==> config.mk <==
export PLATFORM = sky130hd
export DESIGN_NAME = gtg_sqrt
export DESIGN_NICKNAME = d
export VERILOG_FILES = /design/src/rtl/go_to_goal_velocity_controller_core_macros.svh /design/src/rtl/gtg_pkg.sv /design/src/rtl/gtg_sqrt.sv
export SDC_FILE = /design/constraint.sdc
export NUM_CORES = 1
export LEC_CHECK = 0
export BUFFER_PORTS_ARGS = -buffer_cell sky130_fd_sc_hd__buf_2
export CORE_MARGIN = 4
export CORE_UTILIZATION = 60
export DETAILED_ROUTE_END_ITERATION = 16
export HOLD_SLACK_MARGIN = 0.03
export PLACE_DENSITY_LB_ADDON = 0.05
export SKIP_CTS_REPAIR_TIMING = 1
export SLEW_MARGIN = 20
export SYNTH_ARGS = -nofsm -noshare
export SYNTH_HDL_FRONTEND = slang
export SYNTH_SLANG_ARGS = --single-unit
==> constraint.sdc <==
create_clock -name i_clk -period 11 [get_ports i_clk]
set_clock_uncertainty 0.15 [all_clocks]
set_input_delay 1.1 -clock i_clk [delete_from_list [all_inputs] [get_ports i_clk]]
set_output_delay 1.1 -clock i_clk [all_outputs]
set_load 0.02 [all_outputs]
==> src/rtl/go_to_goal_velocity_controller_core_macros.svh <==
// Assertion helpers used by the core RTL.
`ifndef GO_TO_GOAL_VELOCITY_CONTROLLER_CORE_MACROS_SVH
`define GO_TO_GOAL_VELOCITY_CONTROLLER_CORE_MACROS_SVH

// a implies b in the same cycle
`define GTG_ASSERT_IMP(lbl, clk, rst_n, a, b) \
    lbl: assert property (@(posedge clk) disable iff (!rst_n) (a) |-> (b)) \
        else $error("gtg check failed");

// a implies b in the next cycle
`define GTG_ASSERT_NEXT(lbl, clk, rst_n, a, b) \
    lbl: assert property (@(posedge clk) disable iff (!rst_n) (a) |=> (b)) \
        else $error("gtg check failed");

`endif

==> src/rtl/gtg_pkg.sv <==
package gtg_pkg;

    localparam int POS_W  = 32;
    localparam int QUAT_W = 16;
    localparam int TOL_W  = 31;
    localparam int LIN_W  = 16;
    localparam int ANG_W  = 17;

    // register indexes
    localparam logic [1:0] REG_GOAL_X = 2'd0;
    localparam logic [1:0] REG_GOAL_Y = 2'd1;
    localparam logic [1:0] REG_TOL    = 2'd2;

    // cordic datapath
    localparam int CIN_W = 34;   // atan2 operand width
    localparam int CW    = 44;   // x/y working width
    localparam int MW    = 41;   // magnitude width, normalized into [2^40, 2^41)
    localparam int ZW    = 24;   // angle accumulator, Q.20
    localparam int CORDIC_STEPS = 20;
    localparam int N_NORM   = 3;
    localparam int N_ITER   = CORDIC_STEPS / 2;
    localparam int CORD_LAT = 1 + N_NORM + N_ITER + 1;

    // sqrt datapath
    localparam int SQ_W     = 30;
    localparam int SQRT_LAT = 5;
    localparam int SQRT_PER = 3;

    // distance has to wait for the angle path
    localparam int DLY = (2 + CORD_LAT) - (3 + SQRT_LAT);

    localparam logic [LIN_W-1:0] HALF_M = 16'd32768;
    localparam logic signed [ZW-1:0] PI_Q20 = 24'sd3294199;
    localparam logic signed [ANG_W-1:0] PI_Q13 = 17'sd25736;

    localparam logic signed [ZW-1:0] ATAN_TAB [CORDIC_STEPS] = '{
        24'sd823550, 24'sd486170, 24'sd256879, 24'sd130396, 24'sd65451,
        24'sd32757,  24'sd16383,  24'sd8192,   24'sd4096,   24'sd2048,
        24'sd1024,   24'sd512,    24'sd256,    24'sd128,    24'sd64,
        24'sd32,     24'sd16,     24'sd8,      24'sd4,      24'sd2
    };

    typedef struct packed {
        logic signed [CW-1:0] x;
        logic signed [CW-1:0] y;
        logic [MW-1:0]        m;
        logic signed [ZW-1:0] z;
        logic                 zero;
    } t_cst;

    typedef struct packed {
        logic [SQ_W-1:0] v;
        logic [SQ_W-1:0] r;
    } t_sq;

    // shift left by s while the magnitude stays below 2^41
    function automatic t_cst norm_step(t_cst v, int s);
        t_cst o;
        o = v;
        if ((v.m >> (MW - s)) == '0) begin
            o.x = v.x <<< s;
            o.y = v.y <<< s;
            o.m = v.m << s;
        end
        return o;
    endfunction

    // one vectoring micro-rotation
    function automatic t_cst rot_step(t_cst v, int i);
        t_cst o;
        o = v;
        if (!v.y[CW-1]) begin
            o.x = v.x + (v.y >>> i);
            o.y = v.y - (v.x >>> i);
            o.z = v.z + ATAN_TAB[i];
        end else begin
            o.x = v.x - (v.y >>> i);
            o.y = v.y + (v.x >>> i);
            o.z = v.z - ATAN_TAB[i];
        end
        return o;
    endfunction

    // one digit of the restoring square root
    function automatic t_sq sq_step(t_sq s, int j);
        t_sq o;
        logic [SQ_W-1:0] b;
        logic [SQ_W:0] sum;
        o = s;
        b = SQ_W'(1) << (28 - 2 * j);
        sum = {1'b0, s.r} + {1'b0, b};
        if ({1'b0, s.v} >= sum) begin
            o.v = s.v - sum[SQ_W-1:0];
            o.r = (s.r >> 1) + b;
        end else begin
            o.r = s.r >> 1;
        end
        return o;
    endfunction

endpackage

==> src/rtl/gtg_sqrt.sv <==
module gtg_sqrt
    import gtg_pkg::*;
(
    input  logic              i_clk,
    input  logic              i_en,
    input  logic              i_big,
    input  logic [SQ_W-1:0]   i_d2,
    output logic [LIN_W-1:0]  o_dist
);

    t_sq  r_sq  [SQRT_LAT];
    logic r_big [SQRT_LAT];

    for (genvar k = 0; k < SQRT_LAT; k++) begin : g_stg
        t_sq  w_in;
        t_sq  n_sq;
        logic w_big;
        if (k == 0) begin : g_first
            assign w_in  = {i_d2, {SQ_W{1'b0}}};
            assign w_big = i_big;
        end else begin : g_next
            assign w_in  = r_sq[k-1];
            assign w_big = r_big[k-1];
        end
        always_comb begin
            n_sq = w_in;
            for (int j = 0; j < SQRT_PER; j++) begin
                n_sq = sq_step(n_sq, k * SQRT_PER + j);
            end
        end
        always_ff @(posedge i_clk) begin
            if (i_en) begin
                r_sq[k]  <= n_sq;
                r_big[k] <= w_big;
            end
        end
    end

    assign o_dist = r_big[SQRT_LAT-1] ? HALF_M : r_sq[SQRT_LAT-1].r[LIN_W-1:0];

endmodule

Word-level counts from Yosys, hierarchy flattened

Memory sizes are Yosys's and may differ from the RTL's.
Cells that the tools add are included.

Bits in registers: 0
Latch bits: 0
RAM bits: 305
Bits in read-only memories: 0
Input port bits: 33
Memories kept: 2

Add/sub/neg operators: 43
Multipliers: 0
Divide/modulo/power cells: 0
$lt $le $gt $ge: 15
Eq/ne operators: 0
Shift operators: 0
Multiplexer cells: 33
Bitwise operators: 0
Reduce and logical (&&, ||, !) cells: 0

Memory list:

| name  | depth | bits a word | rd ports | clocked after Yosys merged registers in | wr ports | RTL line       | RTL |
|---|---|---|---|---|---|---|---|
| r_sq  | 5     | 60          | 5        | 0                                       | 5        | gtg_sqrt.sv:11 | `t_sq r_sq [SQRT_LAT];` |
| r_big | 5     | 1           | 5        | 0                                       | 5        | gtg_sqrt.sv:12 | `logic r_big [SQRT_LAT];` |

Operators with widths:

| cell                                            | number |
|---|---|
| two-way mux 30 bit                              | 29 |
| subtractor 30 bit                               | 14 |
| greater-or-equal comparator 30 x 31 -> 1 bit    | 13 |
| adder 30 x 1 -> 31 bit (second input constant)  | 1 |
| adder 30 x 11 -> 31 bit (second input constant) | 1 |
| adder 30 x 13 -> 31 bit (second input constant) | 1 |
| adder 30 x 15 -> 31 bit (second input constant) | 1 |
| adder 30 x 17 -> 31 bit (second input constant) | 1 |
| adder 30 x 19 -> 31 bit (second input constant) | 1 |
| adder 30 x 21 -> 31 bit (second input constant) | 1 |
| adder 30 x 23 -> 31 bit (second input constant) | 1 |
| adder 30 x 25 -> 31 bit (second input constant) | 1 |
| adder 30 x 3 -> 31 bit (second input constant)  | 1 |
| adder 30 x 5 -> 31 bit (second input constant)  | 1 |
| adder 30 x 7 -> 31 bit (second input constant)  | 1 |
| adder 30 x 9 -> 31 bit (second input constant)  | 1 |
| adder 29 x 1 -> 30 bit (second input constant)  | 1 |
| adder 29 x 11 -> 30 bit (second input constant) | 1 |
| adder 29 x 13 -> 30 bit (second input constant) | 1 |
| adder 29 x 15 -> 30 bit (second input constant) | 1 |
| adder 29 x 17 -> 30 bit (second input constant) | 1 |
| adder 29 x 19 -> 30 bit (second input constant) | 1 |
| adder 29 x 21 -> 30 bit (second input constant) | 1 |
| adder 29 x 23 -> 30 bit (second input constant) | 1 |
| 13 further kinds                                | 14 |

Longest topological paths before layout

Gate-level depths: netlist of the first run.
An unclocked memory read counts as a cell.

Depth in word-level cells: 10
Depth in mapped cells: 40
Depth with buffers taken out: 36

Worst setup path before layout of the first run

Ideal clock, no wire load.

Kind: register to register
From: memory r_sq[0][170] (netlist bit)
To: memory r_sq[0][222] (netlist bit), data pin
Library setup time: 260 ps
Arrival: 8,037 ps
Data required time: 10,590 ps
Slack: 2,553 ps
Stages on the path, launching flop included: 35
Buffers on the path: 8
Period minus slack after synthesis: 8,447 ps
Cells stage by stage: edfxtp_1 ha_1 buf_2 nand4bb_4 or3_4 o31ai_4 or2_1 buf_4 clkbuf_1 clkbuf_1 nand2_1 o21ai_0 inv_1 ha_1 and3_1 nand2_1 or3_1 or4_1 or3_1 o311ai_0 nor3_2 nand2b_1 buf_6 inv_4 buf_2 buf_1 mux2i_1 ha_1 a31o_2 a221o_1 a211o_1 and4_4 or3_4 buf_6 mux2_4

RTL lines:

| item               | RTL line |
|---|---|
| start: declaration | gtg_sqrt.sv:11 |

==> results of run 1 <==
critical path, cell delays in order, from the launching register on:
cell	delay [ns]
edfxtp_1	0.49
ha_1	0.58
nand4bb_4	0.15
or3_4	0.44
o31ai_4	0.37
or2_1	0.74
inv_4	0.24
nand2_1	0.13
o21ai_0	0.11
ha_1	0.37
and3_1	0.20
nand2_1	0.07
or3_1	0.36
or4_1	0.56
or3_1	0.33
o311ai_0	0.39
nor3_2	0.11
nand2b_1	0.34
inv_4	0.20
mux2i_1	0.28
ha_1	0.35
a31o_2	0.26
a221o_1	0.40
a211o_1	0.35
and4_4	0.21
or3_4	0.53
mux2_4	0.34
path summary, 6_finish.rpt:
check	startpoint	end	slack, ns	cells past startpoint
worst max-delay path	r_sq[0][170]$_DFFE_PP_	r_sq[0][222]$_DFFE_PP_	1.66	26
worst min-delay path	r_big[1]$_DFFE_PP_	r_big[2]$_DFFE_PP_	0.28	0
worst max register to register	r_sq[0][170]$_DFFE_PP_	r_sq[0][222]$_DFFE_PP_	1.66	26
worst min register to register	r_big[1]$_DFFE_PP_	r_big[2]$_DFFE_PP_	0.28	0
layout by cell type (no fill, tap or decap), types with 18 or more instances in the layout:
cell      netlist  final
nor3_1         52     52
nor4_1         27     27
o21a_1         28     28
xor2_1         44     44
nand2b_1       19     19
a21oi_1       136    136
and3_1         20     20
ha_1          141    141
mux2i_1        19     19
xnor2_1        94     94
buf_2           8     47
inv_1         110    110
a21o_1         39     39
nand2_1       130    130
mux2_2         19     19
nor2_1        155    155
nand4_1        34     34
nor2b_1        34     34
o31ai_1        18     18
nand3_1        29     29
a31oi_1        23     23
o21ai_0        81     81
edfxtp_1      170    170
area by class of cell:
cell class                      instances  area share [%]
Timing Repair Buffer                   52           1.707
Tap cell                              324           2.503
Inverter                              117           2.742
Clock inverter                         14           1.089
Clock buffer                           17           2.626
Multi-Input combinational cell       1359           57.82
Sequential cell                       170           31.51
stage by stage:
step,worst slack (ns),std cells,hold slack (ns),util (%)
6_report,1.655,2053,0.2777,66.03
5_1_grt,1.146,2053,0.2984,66.03
4_1_cts,1.743,2053,0.2789,66.02
3_5_place_dp,1.809,2022,0.2599,63.57
3_3_place_gp,2.093,2022,0.2511,63.57
2_1_floorplan,2.553,1681,0.2503,-
logic make-up after synthesis:
kind of cell	count (synthesis)
simple gates	589
compound gates	451
flops	170
buf+inv	152
fa+ha+maj	141
xor+xnor	138
mux	40
power by group through the flow:
| stage | clock [mW] | sequential, mW | combinational [mW] |
|---|---|---|---|
| finish | 0.620 | 1.10 | 3.11 |
| CTS | 0.627 | 1.09 | 3.06 |
| global route | 0.654 | 1.11 | 3.43 |
| detailed placement | 0 | 1.11 | 3.03 |
| global placement | 0 | 1.11 | 3.00 |
| floorplan | 0 | 1.03 | 2.41 |
routing by layer:
layer  GRT usage (%)  up-vias
li1                -     6340
met1           37.90     6185
met2           47.57      458
met3           3.745       97
met4           10.17        2
met5               0        -
registers in the layout, indices dropped and copies added (netlist names):
| name | count |
|---|---|
| r_sq | 165 |
| r_big | 5 |
==> metrics.yaml, run 1 <==
critPathKind: "reg -> reg"
gp_congestion: 0.9952
dieArea_sq_um: 27740
combinationalPowerShare_pct: 64.4
timing.final.crit_share_pct: 84.95
core.rowCount: 57
vdd_ir_drop_max_mv: 0.2117
ys_types: 92
cp.arrival_ns: 9.38
hold_path_class: "reg -> reg"
cts_tree: "yes"
synthesis.nets: 1855
hold_viol: 0
p_sw_mw: 2.285
finalSetupViolations: 0
ioPinCount: 49
via_per_inst: 6.372
port_buffers: 48
ys_warn_count: 0
m1WireLength_um: 17290
synthAdderAreaFrac_pct: 11.69
cap_violations: 0
coreArea_sq_um: 24530
synth_mux_area_share_pct: 2.878
synth-simple-area-share_pct: 20.00
clk_pin_slew_ns: 0.08
fmax_mhz: 107.0
status: "finished, final reports clean"
wl_per_cell_um: 19.56
routed.top_layer: "met5"
worstMarginPinSlew_ns: 1.048
grt_overflow_total: 0
grt_max_degree: 115
synth_commonest_cells: "edfxtp_1 (170), nor2_1 (155), ha_1 (141), a21oi_1 (136), nand2_1 (130)"
insertion_delay_ns: 0.45
root_buffer: "clkbuf_16"
antenna_found_initial: 1
firstDrtPassIters: 5
power.density_nw_per_um2: 298.0
synth_top_family_by_area: "simple AND/OR/NAND/NOR gates"
cts_sinks: 170
syn2layout_area_growth_pct: 7.382
drc: 0
cp-start-kind: "register"
grt_pass1_vias: 12262
p_seq_share_pct: 22.8
die_h_um: 166.6
critPathCaptureType: "register"
synth_ff_type: "edfxtp_1"
grt_first_pass_wirelength_um: 63860
synth-seq-area-share_pct: 33.84
die_x_um: 166.6
n_fill_cell: 2053
p_leak_nw: 6.565
cts-buffers-inserted: 17
max_slew_margin_pct: 30.12
fin_nets: 1891
vias: 13082
start_util_pct: 61.49
total_power_mw: 4.827
antennaDiodeCount: 0
drt_wl_total_um: 40160
drive_gt1_share_pct: 8.271
rsz0062_at_grt: "no"
syn-mean-instance-area_sq_um: 8.974
ys_ff_latch: 170
synthArstFlopShare_pct: 0
synth_top_area_share_pct: 33.84
clkPwrFrac_pct: 12.9
yosysMostFrequentCell: "edfxtp_1"
dr_wl_met2_um: 19280
worstPathRequired_ns: 11.04
synth-compound-area-share_pct: 19.49
grt.total_usage_pct: 28.36
seq_area_sq_um: 5105
syn_inst: 1681
drtAntennaViolNets: 0
syn-cell-area_sq_um: 15090
dpl-instance-area_sq_um: 15600
synth-edff-count: 170
tns_ns: 0
sw_frac_of_total_pct: 47.35
yosysTopAreaCell: "edfxtp_1"
synth_xor_area_share_pct: 8.012
fin_crit_ns: 9.345
multi_input_area_sq_um: 9366
yosys-top-cells-area: "edfxtp_1 (34%), ha_1 (12%), xnor2_1 (5.5%), a21oi_1 (4.5%), nor2_1 (3.9%)"
cts_buffer_depth: 2
cp_max_fo: 30
htreeDepth: 4
drt_first_iter_violations: 1148
p_int_mw: 2.541
wl_met3_um: 2316
slew_violations: 0
dp_hpwl_um: 31720
stdcell_area_sq_um: 16200
Power figures use the tool's default switching activity.
==> run 2, diff against run 1 <==
--- a/config.mk
+++ b/config.mk
@@ -5,9 +5,10 @@
 export SDC_FILE = /design/constraint.sdc
 export NUM_CORES = 1
 export LEC_CHECK = 0
+export ABC_AREA = 1
 export BUFFER_PORTS_ARGS = -buffer_cell sky130_fd_sc_hd__buf_2
 export CORE_MARGIN = 4
-export CORE_UTILIZATION = 60
+export CORE_UTILIZATION = 59
 export DETAILED_ROUTE_END_ITERATION = 16
 export HOLD_SLACK_MARGIN = 0.03
 export PLACE_DENSITY_LB_ADDON = 0.05
==> constraint.sdc (replaced) <==
create_clock -name i_clk -period 7.7 [get_ports i_clk]
set_clock_uncertainty 0.15 [all_clocks]
set_input_delay 0.77 -clock i_clk [delete_from_list [all_inputs] [get_ports i_clk]]
set_output_delay 0.77 -clock i_clk [all_outputs]
set_load 0.02 [all_outputs]
==> run 2 against run 1 <==
  * Cell count up 43%
  * Sequential share of layout area down 3.6 points
  * Synthesized cell count is 49% higher
  * Maximum frequency increased by 34%
  * First-iteration DRC count increased by 9.8%
  * Critical endpoint is now r_sq[0][240]$_DFFE_PP_
  * Via count is 27% higher
  * Total power grew 64%
  * Largest cell class unchanged
  * Non-clock buffer count grew 2
  * Combinational power is 77% higher
  * Worst hold slack gained 0.0052 ns
  * Utilization is 1.1 points lower
==> metrics.yaml, run 2 <==
status: "finished, final reports clean"
rsz0062_at_grt: "no"
core.rowCount: 61
crit_path_end: "r_sq[0][240]$_DFFE_PP_"
root_buffer: "clkbuf_16"
synthesis.nets: 2672
ioPinCount: 49
cts_tree: "yes"
synth-seq-area-share_pct: 29.94
hold_viol: 0
drt_wl_total_um: 49060
fin_nets: 2718
syn2layout_area_growth_pct: 7.220
cap_violations: 0
worstMarginPinSlew_ns: 0.7836
gp_congestion: 1.000
grt_overflow_total: 0
total_power_mw: 7.912
via_per_inst: 5.641
rr_worst_depth: 34
dpl.cell_count: 2901
layout_common_cells: "nand2_1 (686), inv_1 (348), nor2_1 (294)"
grt_pass1_vias: 15653
drtAntennaViolNets: 0
port_buffers: 48
layoutNonFillerInstCount: 2935
synth_commonest_cells: "nand2_1 (686), inv_1 (348), nor2_1 (294), nand3_1 (201), edfxtp_1 (170)"
drc: 0
wl_per_cell_um: 16.72
critPathKind: "reg -> reg"
vdd_ir_drop_max_mv: 0.3388
antennaDiodeCount: 0
start_util_pct: 60.55
ys_warn_count: 0
reg.largest.list: "r_sq (165), r_big (5)"
grt_first_pass_wirelength_um: 78010
slew_violations: 0
power.density_nw_per_um2: 432.7
hold_path_class: "reg -> reg"
cts_buffer_depth: 2
die_h_um: 178.0
mostFrequentLayoutCell: "nand2_1"
p_leak_nw: 8.741
synth_top_area_share_pct: 29.94
ys_types: 47
syn-cell-area_sq_um: 17050
critPathMaxStageDelay_ns: 0.47
r2r_slack_ns: 0.74
synth_ff_type: "edfxtp_1"
worstReg2RegStart: "r_sq[0][189]$_DFFE_PP_"
die_x_um: 178.0
stdcell_area_sq_um: 18280
drt_first_iter_violations: 1260
tns_ns: 0
cts-buffers-inserted: 17
syn_inst: 2498
cts_sinks: 170
worst_slack_ns: 0.7433
htreeDepth: 4
max_slew_margin_pct: 47.76
timing.final.crit_share_pct: 90.35
insertion_delay_ns: 0.45
critPathCaptureType: "register"
crit_start: "r_sq[0][189]$_DFFE_PP_"
worstPathRequired_ns: 7.86
vias: 16556
fmax_mhz: 143.7
regMostFlops: "r_sq"
grt_max_degree: 92
yosysMostFrequentCell: "nand2_1"
grt.total_usage_pct: 30.98
dieArea_sq_um: 31690
yosysTopAreaCell: "edfxtp_1"
ys_ff_latch: 170
largest_reg_flops: 165
cp-start-kind: "register"
cp_slowest_cell: "inv_1"
dpl-instance-area_sq_um: 17640
antenna_found_initial: 0
finalSetupViolations: 0
yosys-top-cells-area: "edfxtp_1 (30%), nand2_1 (15%), ha_1 (10%), inv_1 (7.7%), nor2_1 (6.5%)"
firstDrtPassIters: 6
r2r-end: "r_sq[0][240]$_DFFE_PP_"
clk_pin_slew_ns: 0.07
place_ws_ns: 0.4280
min_delay_path_depth: 0
coreArea_sq_um: 28160
cp_common_cell: "nand2_1"
cp_max_fo: 22
syn-mean-instance-area_sq_um: 6.827
fin_crit_ns: 6.957
cp.arrival_ns: 7.12
synthArstFlopShare_pct: 0
dp_hpwl_um: 40070
synth-edff-count: 170
drive_gt1_share_pct: 7.000
run 2: changes by cell type after synthesis, sizes merged, moves of 22 or more:
cell / delta
nor2b: -34
xnor2: -51
nand4: +22
nor2: +160
nand3: +183
inv: +250
o21ai: +64
nand2: +578
a21o: -34
run 2: cells by family after synthesis:
logic type / synth area share [%]
DFF: 29.94
and+or+nand+nor: 35.53
xor gates and xnor gates: 5.187
adders and majority gates: 10.35
AOI/OAI and AO/OA: 9.979
buffers and inverters: 9.025
run 2: power by group:
group          internal, mW  switching (mW)  total (mW)
combinational          1.80            3.70        5.50
sequential             1.35           0.170        1.52
clock                 0.494           0.397       0.891
run 2: through the flow:
| stage | util (%) | hold slack, ns |
|---|---|---|
| CTS | 64.78 | 0.2874 |
| floorplan | - | 0.2503 |
| finish | 64.92 | 0.2829 |
| global route | 64.92 | 0.2870 |
| global placement | 62.62 | 0.2680 |
| detailed placement | 62.62 | 0.2577 |
run 2: final cells by class:
cell class                 count  area (sq um)
multi-input combinational   1937         10430
fill                        2537          9879
sequential                   170          5105
inverter                     364          1366
tap                          378         473.0
clock buffer                  18         429.2
timing repair buffer          54         304.0
clock inverter                14         178.9
run 2: worst min-delay path by stage:
stage,endpoint,startpoint,slack (ns)
floorplan,r_big[1]$_DFFE_PP_,r_big[0]$_DFFE_PP_,0.25
global placement,r_big[3]$_DFFE_PP_,r_big[2]$_DFFE_PP_,0.27
detailed placement,r_big[3]$_DFFE_PP_,r_big[2]$_DFFE_PP_,0.26
CTS,r_big[3]$_DFFE_PP_,r_big[2]$_DFFE_PP_,0.29
global route,r_big[3]$_DFFE_PP_,r_big[2]$_DFFE_PP_,0.29
finish,r_big[1]$_DFFE_PP_,r_big[0]$_DFFE_PP_,0.28
run 2: metal layers:
layer | up-vias | track usage [%] | routed length [um]
li1 | 8343 | - | -
met1 | 7509 | 39.65 | 21130
met2 | 569 | 52.78 | 23040
met3 | 135 | 3.773 | 2793
met4 | 0 | 13.60 | 2100
met5 | - | 0 | 0
run 2: critical path: cells and delay by family (launching register included):
kind | cells | cell delay, ns
simple gates | 16 | 1.91
fa+ha+maj | 3 | 1.17
compound gates | 8 | 1.85
buf+inv | 7 | 1.28
flops | 1 | 0.44
